==> config.mk <==
export PLATFORM = sky130hd
export DESIGN_NAME = meat_queue
export DESIGN_NICKNAME = d
export VERILOG_FILES = /design/src/meat_pkg.sv /design/src/meat_queue.sv
export SDC_FILE = /design/constraint.sdc
export NUM_CORES = 1
export LEC_CHECK = 0
export BUFFER_PORTS_ARGS = -buffer_cell sky130_fd_sc_hd__buf_2
export CAP_MARGIN = 0
export CORE_MARGIN = 4
export CORE_UTILIZATION = 56
export DETAILED_ROUTE_END_ITERATION = 12
export PLACE_DENSITY = 0.85
export SETUP_SLACK_MARGIN = 0.02
export SYNTH_ARGS = -nofsm -noshare
export SYNTH_HDL_FRONTEND = slang
export SYNTH_SLANG_ARGS = --single-unit
==> constraint.sdc <==
create_clock -name i_clk -period 9.4 [get_ports i_clk]
set_input_delay 2.35 -clock i_clk [delete_from_list [all_inputs] [get_ports i_clk]]
set_output_delay 2.35 -clock i_clk [all_outputs]
set_load 0.01 [all_outputs]
==> src/meat_pkg.sv <==
// Shared types and constants of the mesh edge adjacency table unit.
// No dependencies.
`default_nettype none

package meat_pkg;

    localparam int MAX_EDGES_DEF = 256;

    localparam int VERT_W  = 16;
    localparam int FACE_W  = 16;
    localparam int INDEX_W = 8;
    localparam int TOTAL_W = 9;
    localparam int ADDED_W = 2;
    localparam int FUNC_W  = 2;
    localparam int ENTRY_W = 2 * VERT_W + 2 * FACE_W;

    localparam logic [FACE_W-1:0] NO_FACE  = 16'hffff;
    localparam logic [FACE_W-1:0] FACE_SAT = 16'd65534;

    localparam logic [FUNC_W-1:0] FUNC_ADD   = 2'd0;
    localparam logic [FUNC_W-1:0] FUNC_READ  = 2'd1;
    localparam logic [FUNC_W-1:0] FUNC_CLEAR = 2'd2;

    typedef enum logic [1:0] {
        KIND_ADD,
        KIND_READ,
        KIND_CLEAR,
        KIND_NOP
    } t_kind;

    typedef struct packed {
        t_kind              kind;
        logic [VERT_W-1:0]  vert_a;
        logic [VERT_W-1:0]  vert_b;
        logic [VERT_W-1:0]  vert_c;
        logic [FACE_W-1:0]  face;
        logic [INDEX_W-1:0] edge_index;
    } t_cmd;

    typedef struct packed {
        logic               overflow;
        logic [ADDED_W-1:0] edges_added;
        logic [TOTAL_W-1:0] edge_total;
        logic [FACE_W-1:0]  second_face;
        logic [FACE_W-1:0]  first_face;
        logic [VERT_W-1:0]  edge_vert_hi;
        logic [VERT_W-1:0]  edge_vert_lo;
    } t_result;

endpackage

`default_nettype wire

==> src/meat_queue.sv <==
// Two-entry command queue between the front end and the back end.
// Depends on meat_pkg.
`default_nettype none

module meat_queue (
    input  wire logic           i_clk,
    input  wire logic           i_rst_n,
    input  wire logic           i_push,
    input  meat_pkg::t_cmd      i_push_cmd,
    output logic                o_full,
    output logic                o_valid,
    output meat_pkg::t_cmd      o_cmd,
    input  wire logic           i_pop
);
    import meat_pkg::*;

    t_cmd       r_slot [2];
    logic       r_wr_ptr;
    logic       r_rd_ptr;
    logic [1:0] r_fill;
    logic       do_push;
    logic       do_pop;

    assign o_full  = (r_fill == 2'd2);
    assign o_valid = (r_fill != 2'd0);
    assign o_cmd   = r_slot[r_rd_ptr];
    assign do_push = i_push && !o_full;
    assign do_pop  = i_pop && o_valid;

    always_ff @(posedge i_clk) begin
        if (!i_rst_n) begin
            r_wr_ptr <= 1'b0;
            r_rd_ptr <= 1'b0;
            r_fill   <= 2'd0;
        end else begin
            if (do_push) begin
                r_wr_ptr <= !r_wr_ptr;
            end
            if (do_pop) begin
                r_rd_ptr <= !r_rd_ptr;
            end
            case ({do_push, do_pop})
                2'b10:   r_fill <= r_fill + 2'd1;
                2'b01:   r_fill <= r_fill - 2'd1;
                default: r_fill <= r_fill;
            endcase
        end
        if (do_push) begin
            r_slot[r_wr_ptr] <= i_push_cmd;
        end
    end

endmodule

`default_nettype wire

# == Word level (Yosys, flattened, before mapping) ==
# Memory sizes are Yosys's and may differ from the RTL's. A register that Yosys moved wholly into a read port is not among the register bits.
# Index checks and enable logic that the tools add are counted.
# classes
add_sub_neg,2
n_eq_ne,3
mux,5
n_reduce_logical,7
# op_table
op,n
"equality test 2 bit, second input constant",2
two-way mux 1 bit,4
case mux 2 bit (2 select lines),1
nonzero test 2 bit,2
zero test 1 bit,3
"adder 2 x 1 -> 2 bit, second input constant",1
"equality test 2 x 1 -> 1 bit, second input constant",1
logical AND 1 bit,2
"subtractor 2 x 1 -> 2 bit, second input constant",1
# totals
ff_bits,4
ram_bits,148
in_bits,78
output_inout_bits,76
memories,1
# mem_list
name,depth,word_bits,rd,rd_clocked_by_memory_dff,write_ports,line,source
r_slot,2,74,1,1,1,meat_queue.sv:17,t_cmd r_slot [2];

# == Depth between registers and ports, before layout ==
# logic_depth
depth_word,5
depth_mapped,6
ltp_nobuf,6

# == Worst setup path before layout ==
# OpenSTA, ideal clock, no wires.
# synth_timing
path_type,input to register
from,input port i_push
to,"memory r_slot[0][0] in the netlist's numbering, enable pin"
t_arrival_ps,4187
required_time_ps,8972
slack_ps,4785
path_stages,3
path_buffers,0
path_cell_list,inv_1 or3_1 inv_1
# synth_via
elab_chain_cells,3
# synth_lines
item,line,source
"start, declared",meat_queue.sv:8,"input wire logic i_push,"
logical AND 1 bit,meat_queue.sv:27,assign do_push = i_push && !o_full;
two-way mux 1 bit,meat_queue.sv:48,if (do_push) begin
two-way mux 1 bit (not written as such),meat_queue.sv:49,r_slot[r_wr_ptr] <= i_push_cmd;
"end, declared",meat_queue.sv:17,
# No other way between the ends.

==> impl_summary.log <==
INFO  metric hold-path-cell-count = 2
INFO  metric switching_power = 532.7 uW
INFO  metric post-dp-hpwl = 6419 um
INFO  metric global_route_track_usage_on_met1 = 21.75%
INFO  metric grt_start_max_net_pins = 75
INFO  metric finalNetCount = 500
INFO  metric fin_skew = 0.007945 ns
INFO  metric syn_nets = 335
INFO  metric layout-drive-gt1-share = 60.83%
INFO  metric grt_pass1_wl = 15,490 um
INFO  metric grt.overflow.total = 0
INFO  metric final.setup.tns = 0 ns
INFO  metric worstMarginPinSlew = 1.011 ns
INFO  metric placeableCoreArea = 9729 um^2
INFO  metric insertion_delay = 0.50 ns
INFO  metric viasPerCell = 5.058
INFO  metric drt_wl_total = 9984 um
INFO  metric cellLeakagePower = 0.002667 uW
INFO  metric preCtsSetupSlack = 4.911 ns
INFO  metric number_of_global_route_vias_before_repair = 3,151
INFO  metric layout-area-overhead-vs-synth = 27.40%
INFO  metric tritoncts = built
INFO  metric cp-end-kind = output port
INFO  metric placed_cells_incl_taps = 535
INFO  metric vdd_ir_drop_max = 180.0 uV
INFO  metric dieArea = 11,580 um^2
INFO  metric setup.reg_to_reg.worst_slack = 6.86 ns
INFO  metric synth.lib_cells_used.distinct = 18
INFO  metric drc_errors = 0
INFO  metric layout_common_cells = 153 x sky130_fd_sc_hd__buf_2, 148 x sky130_fd_sc_hd__edfxtp_1, 74 x sky130_fd_sc_hd__mux2_2
INFO  metric syn-mean-instance-area = 21.71 um^2
INFO  metric number_of_synthesized_register_bits = 153
INFO  metric post_synth_instance_area = 5557 um^2
INFO  metric drt_iter0_markers = 146
INFO  metric share_seq_of_total_power = 45.6%
INFO  metric slew_headroom = 32.59%
INFO  metric cts_made_buffers = 17
INFO  metric cts.repair.resized = 0
INFO  metric grt_most_used_layer = met2
INFO  metric outcome = finished, final reports clean
INFO  metric max_clock_freq = 225.4 MHz
INFO  metric worst-endpoint-arrival = 2.09 ns
INFO  metric die_width = 107.6 um
INFO  metric int_pwr = 1520 uW
INFO  metric layout_commonest_cell = sky130_fd_sc_hd__buf_2
INFO  metric antenna_found_initial = 0
INFO  metric final.fill_count = 640
INFO  metric first_pass_iters = 4
INFO  metric p_per_area = 289.9 nW/um^2
INFO  metric initial_standard_cell_utilization_of_the_core = 57.11%
INFO  metric placement.io_buffers = 153
INFO  metric power.combinational.fraction = 20.9%
INFO  metric grt_use_met3 = 6.359%
INFO  metric cap_violations = 0
INFO  metric power.clock.fraction = 33.5%
INFO  metric hold_viol_final = 0
INFO  metric ctsRootBufferMaster = sky130_fd_sc_hd__clkbuf_8
INFO  metric peak_per_stage_delay_on_the_critical_path = 0.98 ns
INFO  metric slew_violations = 0
INFO  metric clk_path_buf_depth = 2
INFO  metric gp_routability_congestion = 0.7046
INFO  metric sw_frac_of_total = 25.96%
INFO  metric timing.critical_path.cells = mux2_2 > buf_2
INFO  metric routedWlPerCell = 17.61 um
INFO  metric crit_slowest_cell = sky130_fd_sc_hd__dfxtp_4
INFO  metric vias = 2,868
INFO  metric cts.sink_count = 153
INFO  metric start_kind = register
INFO  metric critical_path_required = 7.05 ns
INFO  metric final.period_utilization = 47.20%
INFO  metric dieHeight = 107.6 um
INFO  metric syn-instance-count = 256
INFO  metric finalCriticalPeriod = 4.436 ns
INFO  metric clock_tree.htree_level_count = 4
INFO  metric pin_count = 154
INFO  metric post_cts_hold_buffer_count = 0
INFO  metric finalPower = 2052 uW
INFO  metric antenna_violating_nets_post_route = 0
INFO  metric grtUsageTotal = 17.98%
INFO  metric yosysWarningCount = 0
INFO  metric holdCritPathClass = reg2reg
INFO  metric num_antenna_cells = 0
INFO  metric ys_seq_area_share = 81.78%
INFO  metric cts_setup_buffers = 0
INFO  metric rows = 36
INFO  metric finalNonFillerCells = 567
INFO  metric cp_max_fo = 74
INFO  metric globalRouteMet2Util = 30.33%
INFO  metric setup-violations-final = 0
INFO  metric path_class = reg2out
INFO  metric grt_setup_unrepaired = false
INFO  metric setup_slack = 4.964 ns
INFO  metric reg2regPathDepth = 5
INFO  metric clkSlewWorstSetupHoldPaths = 0.06 ns
-- registers in the layout, indices dropped and copies added (netlist names), named ones only --
register,count
r_fill,2
r_rd_ptr,1
r_slot,148
r_wr_ptr,1
-- layout make-up --
class	count	area (um^2)	area share, %
multi-input combinational	92	965.9	13.64
sequential	153	4548	64.25
tap	133	166.4	2.351
clock buffer	18	417.9	5.903
clock inverter	14	196.4	2.775
inverter	3	11.26	0.1591
timing repair buffer	154	773.2	10.92
-- cell usage after synthesis --
| cell | number | share of area [%] |
|---|---|---|
| sky130_fd_sc_hd__a21boi_1 | 2 | 0.27 |
| sky130_fd_sc_hd__and2_1 | 1 | 0.11 |
| sky130_fd_sc_hd__and3_1 | 1 | 0.11 |
| sky130_fd_sc_hd__buf_2 | 8 | 0.72 |
| sky130_fd_sc_hd__dfxtp_1 | 5 | 1.8 |
| sky130_fd_sc_hd__edfxtp_1 | 148 | 80 |
| sky130_fd_sc_hd__ha_1 | 1 | 0.23 |
| sky130_fd_sc_hd__inv_1 | 2 | 0.14 |
| sky130_fd_sc_hd__inv_2 | 1 | 0.067 |
| sky130_fd_sc_hd__mux2_2 | 74 | 15 |
| sky130_fd_sc_hd__nand2_1 | 1 | 0.067 |
| sky130_fd_sc_hd__nand2b_2 | 1 | 0.16 |
| sky130_fd_sc_hd__nor2b_1 | 2 | 0.23 |
| sky130_fd_sc_hd__o21a_1 | 1 | 0.14 |
| sky130_fd_sc_hd__o21ai_0 | 2 | 0.18 |
| sky130_fd_sc_hd__or2_2 | 1 | 0.11 |
| sky130_fd_sc_hd__or3_1 | 2 | 0.23 |
| sky130_fd_sc_hd__xnor2_1 | 3 | 0.47 |
-- stage by stage --
| step | area, um^2 | hold slack, ns | util [%] |
|---|---|---|---|
| floorplan | 5557 | 0.4570 | - |
| global placement | 6465 | 0.4732 | 66.45 |
| detailed placement | 6465 | 0.4936 | 66.45 |
| CTS | 7079 | 0.5002 | 72.76 |
| global route | 7079 | 0.5300 | 72.76 |
| finish | 7079 | 0.5043 | 72.76 |
-- power by group through the flow --
stage	combinational, uW	clock (uW)	sequential, uW
floorplan	312	0	897
global placement	426	0	943
detailed placement	434	0	950
CTS	438	702	938
global route	469	738	948
finish	429	688	935
-- path summary, 6_finish.rpt --
kind / startpoint / end
max: register / o_cmd[60]
min: r_wr_ptr / r_wr_ptr
min reg2reg: r_wr_ptr / r_wr_ptr
max reg2reg: r_fill[0] / r_slot[0][19]
-- cell families (layout without fill, tap and decap cells) --
family / count (synthesis) / after routing / share of synthesized area (%)
multiplexers: 74 / 74 / 15.00
XOR/XNOR: 3 / 3 / 0.4730
adder cells (fa/ha/maj): 1 / 1 / 0.2251
AND/OR/NAND/NOR: 9 / 9 / 1.013
flip-flops: 153 / 153 / 81.78
AO/OA/AOI/OAI: 5 / 5 / 0.5854
buffers and inverters: 11 / 189 / 0.9232
-- metal layers --
metal / vias up / wire length [um]
li1: 1349 / -
met5: - / 0
met2: 115 / 5195
met1: 1397 / 3987
met3: 7 / 734
met4: 0 / 66
-- worst max-delay path: cells and delay by family (launching register included) --
family,cells,cell delay [ns]
buffers and inverters,1,0.14
flip-flops,1,0.98
multiplexers,1,0.43
Power figures use the tool's default switching activity.
