--- config.mk ---
export PLATFORM = sky130hd
export DESIGN_NAME = meat_front
export DESIGN_NICKNAME = d
export VERILOG_FILES = /design/src/meat_pkg.sv /design/src/meat_front.sv
export SDC_FILE = /design/constraint.sdc
export NUM_CORES = 1
export LEC_CHECK = 0
export BUFFER_PORTS_ARGS = -buffer_cell sky130_fd_sc_hd__buf_2
export CAP_MARGIN = 30
export CORE_AREA = 2 2 69 71
export DETAILED_ROUTE_END_ITERATION = 6
export DIE_AREA = 0 0 71 73
export PLACE_DENSITY_LB_ADDON = 0.15
export SYNTH_ARGS = -nofsm -noshare
export SYNTH_HDL_FRONTEND = slang
export SYNTH_SLANG_ARGS = --single-unit
--- constraint.sdc ---
create_clock -name i_clk -period 1.45 [get_ports i_clk]
set_input_delay 0.145 -clock i_clk [delete_from_list [all_inputs] [get_ports i_clk]]
set_output_delay 0.145 -clock i_clk [all_outputs]
set_load 0.02 [all_outputs]
--- src/meat_pkg.sv ---
// Shared types and constants of the mesh edge adjacency table unit.
// No dependencies.
`default_nettype none

package meat_pkg;

    localparam int MAX_EDGES_DEF = 256;

    localparam int VERT_W  = 16;
    localparam int FACE_W  = 16;
    localparam int INDEX_W = 8;
    localparam int TOTAL_W = 9;
    localparam int ADDED_W = 2;
    localparam int FUNC_W  = 2;
    localparam int ENTRY_W = 2 * VERT_W + 2 * FACE_W;

    localparam logic [FACE_W-1:0] NO_FACE  = 16'hffff;
    localparam logic [FACE_W-1:0] FACE_SAT = 16'd65534;

    localparam logic [FUNC_W-1:0] FUNC_ADD   = 2'd0;
    localparam logic [FUNC_W-1:0] FUNC_READ  = 2'd1;
    localparam logic [FUNC_W-1:0] FUNC_CLEAR = 2'd2;

    typedef enum logic [1:0] {
        KIND_ADD,
        KIND_READ,
        KIND_CLEAR,
        KIND_NOP
    } t_kind;

    typedef struct packed {
        t_kind              kind;
        logic [VERT_W-1:0]  vert_a;
        logic [VERT_W-1:0]  vert_b;
        logic [VERT_W-1:0]  vert_c;
        logic [FACE_W-1:0]  face;
        logic [INDEX_W-1:0] edge_index;
    } t_cmd;

    typedef struct packed {
        logic               overflow;
        logic [ADDED_W-1:0] edges_added;
        logic [TOTAL_W-1:0] edge_total;
        logic [FACE_W-1:0]  second_face;
        logic [FACE_W-1:0]  first_face;
        logic [VERT_W-1:0]  edge_vert_hi;
        logic [VERT_W-1:0]  edge_vert_lo;
    } t_result;

endpackage

`default_nettype wire

--- src/meat_front.sv ---
// Front end: decodes input words into commands and numbers the faces.
// Depends on meat_pkg.
`default_nettype none

module meat_front (
    input  wire logic                      i_clk,
    input  wire logic                      i_rst_n,
    input  wire logic                      i_s_axis_tvalid,
    output logic                           o_s_axis_tready,
    input  wire logic [55:0]               i_s_axis_tdata,
    input  wire logic [meat_pkg::FUNC_W-1:0] i_s_axis_tuser,
    input  wire logic                      i_q_full,
    output logic                           o_push,
    output meat_pkg::t_cmd                 o_push_cmd
);
    import meat_pkg::*;

    logic [FACE_W-1:0] r_face;
    logic [FACE_W-1:0] n_face;
    t_kind             kind;

    always_comb begin
        unique case (i_s_axis_tuser)
            FUNC_ADD:   kind = KIND_ADD;
            FUNC_READ:  kind = KIND_READ;
            FUNC_CLEAR: kind = KIND_CLEAR;
            default:    kind = KIND_NOP;
        endcase
    end

    assign o_s_axis_tready = !i_q_full;
    assign o_push          = i_s_axis_tvalid && !i_q_full;

    always_comb begin
        o_push_cmd.kind       = kind;
        o_push_cmd.vert_a     = i_s_axis_tdata[15:0];
        o_push_cmd.vert_b     = i_s_axis_tdata[31:16];
        o_push_cmd.vert_c     = i_s_axis_tdata[47:32];
        o_push_cmd.edge_index = i_s_axis_tdata[55:48];
        o_push_cmd.face       = r_face;
    end

    always_comb begin
        n_face = r_face;
        if (o_push) begin
            case (kind)
                KIND_ADD:   n_face = (r_face < FACE_SAT) ? r_face + 1'b1 : r_face;
                KIND_CLEAR: n_face = '0;
                default:    n_face = r_face;
            endcase
        end
    end

    always_ff @(posedge i_clk) begin
        if (!i_rst_n) begin
            r_face <= '0;
        end else begin
            r_face <= n_face;
        end
    end

endmodule

`default_nettype wire

Word level (Yosys, flattened, before mapping):

Cells that the tools add are included.
Widths: inputs -> output; s select.

* register bits: 16
* input port bits: 62
* output and inout bits: 76
* logic and storage cells: 16

* $add $sub $neg: 1
* $lt $le $gt $ge: 1
* equal/unequal tests: 4
* muxes and demuxes: 3
* reductions and logical operators: 6

Operators with widths (number)
* $pmux 16 s2: 1
* $add 16x1->16 const B: 1
* $lt 16x16->1 const B: 1
* $mux 16: 1
* $pmux 2 s3: 1
* $eq 2x2->1 const B: 2
* $logic_not 2->1: 2
* $reduce_and 3->1: 1
* $eq 2x1->1 const B: 1
* $ne 2x2->1 const B: 1
* $reduce_bool 2->1: 1
* $logic_and 1x1->1: 1
* $logic_not 1->1: 1

Depth between registers and ports, before layout:

* word-level depth: 5
* gate-level depth with buffers: 6
* depth with buffers taken out: 5

Least setup slack after synthesis:

Ideal clock, no wire load.

* path kind: flip-flop to flip-flop
* from: reg r_face[8]
* to: reg r_face[2]
* data arrival time: 1599 ps
* required time: 1315 ps
* path slack: -284 ps
* cell stages (with the launch flop): 7
* path buffers: 2
* clock period less this slack: 1734 ps
* path through: dfxtp_1 > clkbuf_8 > nand4_1 > nor4_4 > nand2b_1 > buf_2 > o21ai_0

* cells in the longest elaborated chain, start to end: 3

Ends and longest elaborated chain
* start: declaration: line meat_front.sv:18 `logic [FACE_W-1:0] r_face;`
* start signal: assignment: line meat_front.sv:58 `r_face <= n_face;`
* $lt 16x16->1: line meat_front.sv:47 `KIND_ADD: n_face = (r_face < FACE_SAT) ? r_face + 1'b1 : r_face;`
* $ne 2x2->1 (no line)
* $reduce_and 3->1 (no line)

No other way between the ends.
A chain may end at the register's enable or synchronous reset.

Worst setup path after layout:

* from: reg r_face[3]
* to: reg r_face[11]

* cells in the longest elaborated chain, start to end: 3
* elaborated cells between the ends (all ways): 6
* those cells by class: add/sub: 1; order compare: 1; eq/ne: 1; mux: 2; reduce/logical: 1

Ends and longest elaborated chain (line)
* $add 16x1->16 / $lt 16x16->1 (equally long branches): meat_front.sv:47
* $mux 16 / $ne 2x2->1 (equally long branches)
* $pmux 16 s2 / $reduce_and 3->1 (equally long branches)

Parallel ways exist; a longest one is shown, timed or not. The select of a mux whose other input is x is not followed.

==> results.rst <==
.. list-table::
   :header-rows: 1

   * - Metric
     - Value
   * - Crit path arrival time
     - 1.69 ns
   * - Cell count after placement
     - 220
   * - Status
     - finished with violations
   * - Via-to-Cell Ratio
     - between 5 and 6
   * - Worst Setup Start Kind
     - flip-flop
   * - RePlAce Congestion
     - just over 0.9
   * - Clock Latency Late Sink
     - 0.26 ns
   * - Final clock skew
     - approximately 0.0085 ns
   * - Number of synthesis warnings
     - 0
   * - Library cell with the largest summed area after synthesis
     - sky130_fd_sc_hd__buf_4
   * - Area of the die
     - 0.00518 mm²
   * - Number of enable-type register cells in the synthesized netlist
     - 0
   * - Avg Inst Size Synth
     - 8.36 µm²
   * - MaxCap Viol Count
     - 0
   * - Worst Tran Pin Value
     - 0.370 ns
   * - Critical path capture point type
     - flip-flop
   * - Sinks on the clock net
     - 16
   * - Most area-consuming cells after synthesis
     - sky130_fd_sc_hd__buf_4 30%, sky130_fd_sc_hd__dfxtp_1 22%, sky130_fd_sc_hd__o311ai_0 3.6%
   * - Hold/Removal Path Class
     - in2out
   * - Count of endpoints failing hold in the final timing report
     - 0
   * - Multi-input logic area
     - 739 µm²
   * - Sequential fraction of the synthesis area
     - between 20% and 30%
   * - Capture endpoint of the worst hold path
     - o_push_cmd[40]
   * - Antenna violations before repair
     - 0
   * - Post-DR wirelength/cell
     - 19.8 µm
   * - Number of fillers in the final layout
     - approximately 460
   * - DRT Pass-1 Iters
     - 4
   * - Final #Nets
     - ~240
   * - Primary flip-flop cell chosen by synthesis mapping
     - sky130_fd_sc_hd__dfxtp_1
   * - Crit path max-delay family
     - simple AND/OR/NAND/NOR gates
   * - Highest-delay cell along the critical path
     - sky130_fd_sc_hd__nor4_4
   * - FF-to-FF setup slack
     - -0.07 ns
   * - Setup WS post-layout
     - -0.0673 ns
   * - Effective utilization at floorplan
     - between 30% and 40%
   * - M1 GR Usage
     - 18.2%
   * - Area growth from synthesis to layout
     - 14.8%
   * - Total core area
     - 0.00454 mm²
   * - Number of buffer and inverter instances along the worst setup path
     - 2
   * - Number of distinct library cells after synthesis
     - 45
   * - Peak supply drop
     - between 200 and 250 µV
   * - Via count of the routed design
     - between 1k and 1.5k
   * - Number of buffers inserted for hold repair after clock tree synthesis
     - 0
   * - Crit Path Category
     - reg2reg
   * - Crit-path max cell delay
     - 0.41 ns
   * - Cell repeated most along the worst path
     - sky130_fd_sc_hd__buf_6
   * - Ordered cell list for the critical path
     - nand4b_1 -> nor4_4 -> buf_6 -> buf_6 -> o21ai_2 -> a31oi_1
   * - Hold path startpoint
     - i_s_axis_tdata[16]
   * - Number of diodes added for antenna fixing
     - 0
   * - Cell area after synthesis
     - ~0.0015 mm²
   * - Clk root buf
     - sky130_fd_sc_hd__clkbuf_8
   * - WHS
     - just under 0.3 ns
   * - Max Fclk
     - between 0.6 and 0.7 GHz
   * - Synth top area share
     - between 30% and 40%
   * - Cell Count, Final, Fillers Out
     - 231
   * - Clock Path Buffers
     - 2
   * - Clk slew on worst S/H paths
     - 0.08 ns
   * - Final critical-path share of the clock period
     - 105%
   * - Number of cells on the worst reg-to-reg path
     - 6
   * - Die span in y
     - around 73 µm
   * - Largest driver fanout on the critical path
     - 5
   * - Final-layout setup total negative slack
     - -0.535 ns
   * - Global-route wire length before repair
     - 7050 µm
   * - Min Tclk post-route
     - roughly 1.5 ns
   * - Design area
     - 0.00169 mm²
   * - Worst slew margin
     - between 70 and 80%
   * - Slew Limit Fails
     - 0
   * - Remaining design rule violation count
     - 0
   * - Global-route total usage across every layer
     - 17.5%
   * - Max H-tree Level
     - 1
   * - Failing checks
     - setup timing
   * - Met2 routing resource usage after global routing
     - 32.7%
   * - Post-Syn Nets
     - ~240
   * - Largest regs
     - r_face (16)
   * - Synthesis-stage register bit count
     - 16
   * - Number of core rows
     - 25
   * - Launch instance of the worst register-to-register path
     - r_face[3]
   * - Register with the most flip-flops
     - r_face
   * - Number of top-level design ports
     - 138
   * - Max reg flops
     - 16
   * - Required time at the worst-slack endpoint
     - 1.62 ns
   * - Fraction of final layout cells sized beyond drive strength 1
     - between 60 and 70%
   * - Placement Setup Slack
     - -0.0883 ns
   * - Static leakage
     - 0.000692 µW
   * - Hold depth
     - 0
   * - Instance area at placement
     - approximately 0.0015 mm²
   * - Initial detailed-routing violation count
     - between 100 and 150
   * - Total routed wirelength
     - 4580 µm
   * - Ratio of total power to cell area
     - about 530 mW/mm²
   * - Count of mapped cells out of synthesis
     - between 150 and 200
   * - Clock tree from TritonCTS
     - built
   * - GRT Residual Overflow
     - 0
   * - Met3 track demand over resource
     - 3.87%
   * - Endpoint of the lowest-slack register-to-register path
     - r_face[11]
   * - Largest net degree at the start of global routing
     - 16
   * - Combined flip-flop and latch cell area
     - around 370 µm²
   * - Final setup violation count
     - 15
   * - Vias in the first global route
     - ~1.4k
   * - Number of antenna-violating nets in the routed design
     - 0
   * - Grt peak-use layer
     - met2
   * - Unrepaired setup endpoints after global routing
     - true
   * - Number of buffers created by CTS
     - 3
   * - Port-buffer cells
     - 25
   * - DIE WIDTH
     - a little over 70 µm
   * - Proportion of synthesized flip-flops having asynchronous set or reset
     - 0%
   * - Placed wire-length estimate
     - around 3400 µm
==> final cells by class <==
class	instances	area share, %
Timing Repair Buffer	66	27.0
Clock buffer	4	2.67
Inverter	4	0.889
Sequential cell	16	21.7
Tap cell	54	4.00
Multi-Input combinational cell	87	43.8
==> where the power goes <==
group | switching (µW) | total (µW) | internal, µW | leakage (µW)
Clock | 178 | 374 | 195 | 0.0000228
Combinational | 62.2 | 97.0 | 34.8 | 0.000530
Sequential | 1.07 | 421 | 420 | 0.000140
==> synthesized netlist by cell type, drive strengths merged (3+ instances only) <==
cell type and count:
a211oi 3, a21oi 5, a31oi 6, and4 3, buf 64, clkbuf 5
dfxtp 16, inv 3, nand2 6, nand2b 3, nand3 7, nand3b 4
nand4 7, nor3 3, o21ai 3, o311ai 8, o31ai 4, o41ai 6
==> cell families (layout without fill, tap and decap cells) <==
logic type / count (synthesis) / after routing / share of synthesized area, %
fa+ha+maj: 1 / 1 / 0.850
flops: 16 / 16 / 21.8
buf+inv: 73 / 74 / 35.7
simple gates: 46 / 46 / 21.3
compound gates: 40 / 40 / 20.4
==> worst register-to-register path: stages (launching register included) <==
cell and delay (ns):
sky130_fd_sc_hd__dfxtp_4 0.37, sky130_fd_sc_hd__nand4b_1 0.18, sky130_fd_sc_hd__nor4_4 0.41, sky130_fd_sc_hd__buf_6 0.18
sky130_fd_sc_hd__buf_6 0.10, sky130_fd_sc_hd__o21ai_2 0.05, sky130_fd_sc_hd__a31oi_1 0.14
==> worst max path at each step <==
stage	depth (start not counted)	startpoint	slack, ns	end
floorplan	6	r_face[2]	-0.09	r_face[14]
global placement	5	r_face[1]	-0.06	r_face[10]
detailed placement	5	r_face[1]	-0.09	r_face[10]
CTS	5	r_face[8]	-0.03	r_face[10]
global route	6	r_face[3]	-0.15	r_face[11]
finish	6	r_face[3]	-0.07	r_face[11]
==> layer usage <==
metal | share of wire (%) | vias to the layer above
li1 | - | 605
met1 | 36 | 633
met4 | 2.8 | 0
met3 | 8.5 | 20
met2 | 53 | 78
met5 | 0 | -
==> through the flow <==
stage	power [µW]	utilization (%)
after floorplan	713	-
after global placement	525	32.1
after detailed placement	526	32.1
after CTS	895	35.6
after global routing	921	37.2
final	892	37.2
==> what timing repair did <==
action | CTS | global route
gates resized for setup | 20 | 14
buffers inserted | 6 | 0
pin swaps | 8 | 10
gates cloned | 1 | 0
endpoints found under the setup margin | 12 | 16
==> cell usage in the layout (no fill, tap or decap), types with 4 or more instances in the layout <==
cell / count
sky130_fd_sc_hd__buf_4: 36
sky130_fd_sc_hd__buf_2: 25
sky130_fd_sc_hd__dfxtp_4: 11
sky130_fd_sc_hd__nand3_1: 7
sky130_fd_sc_hd__nand4_1: 6
sky130_fd_sc_hd__nand2_1: 6
sky130_fd_sc_hd__a31oi_1: 6
sky130_fd_sc_hd__a21oi_1: 5
sky130_fd_sc_hd__nand3b_1: 4
sky130_fd_sc_hd__o311ai_1: 4
sky130_fd_sc_hd__o41ai_2: 4
sky130_fd_sc_hd__buf_6: 4
sky130_fd_sc_hd__dfxtp_2: 4
Power figures use the tool's default switching activity.
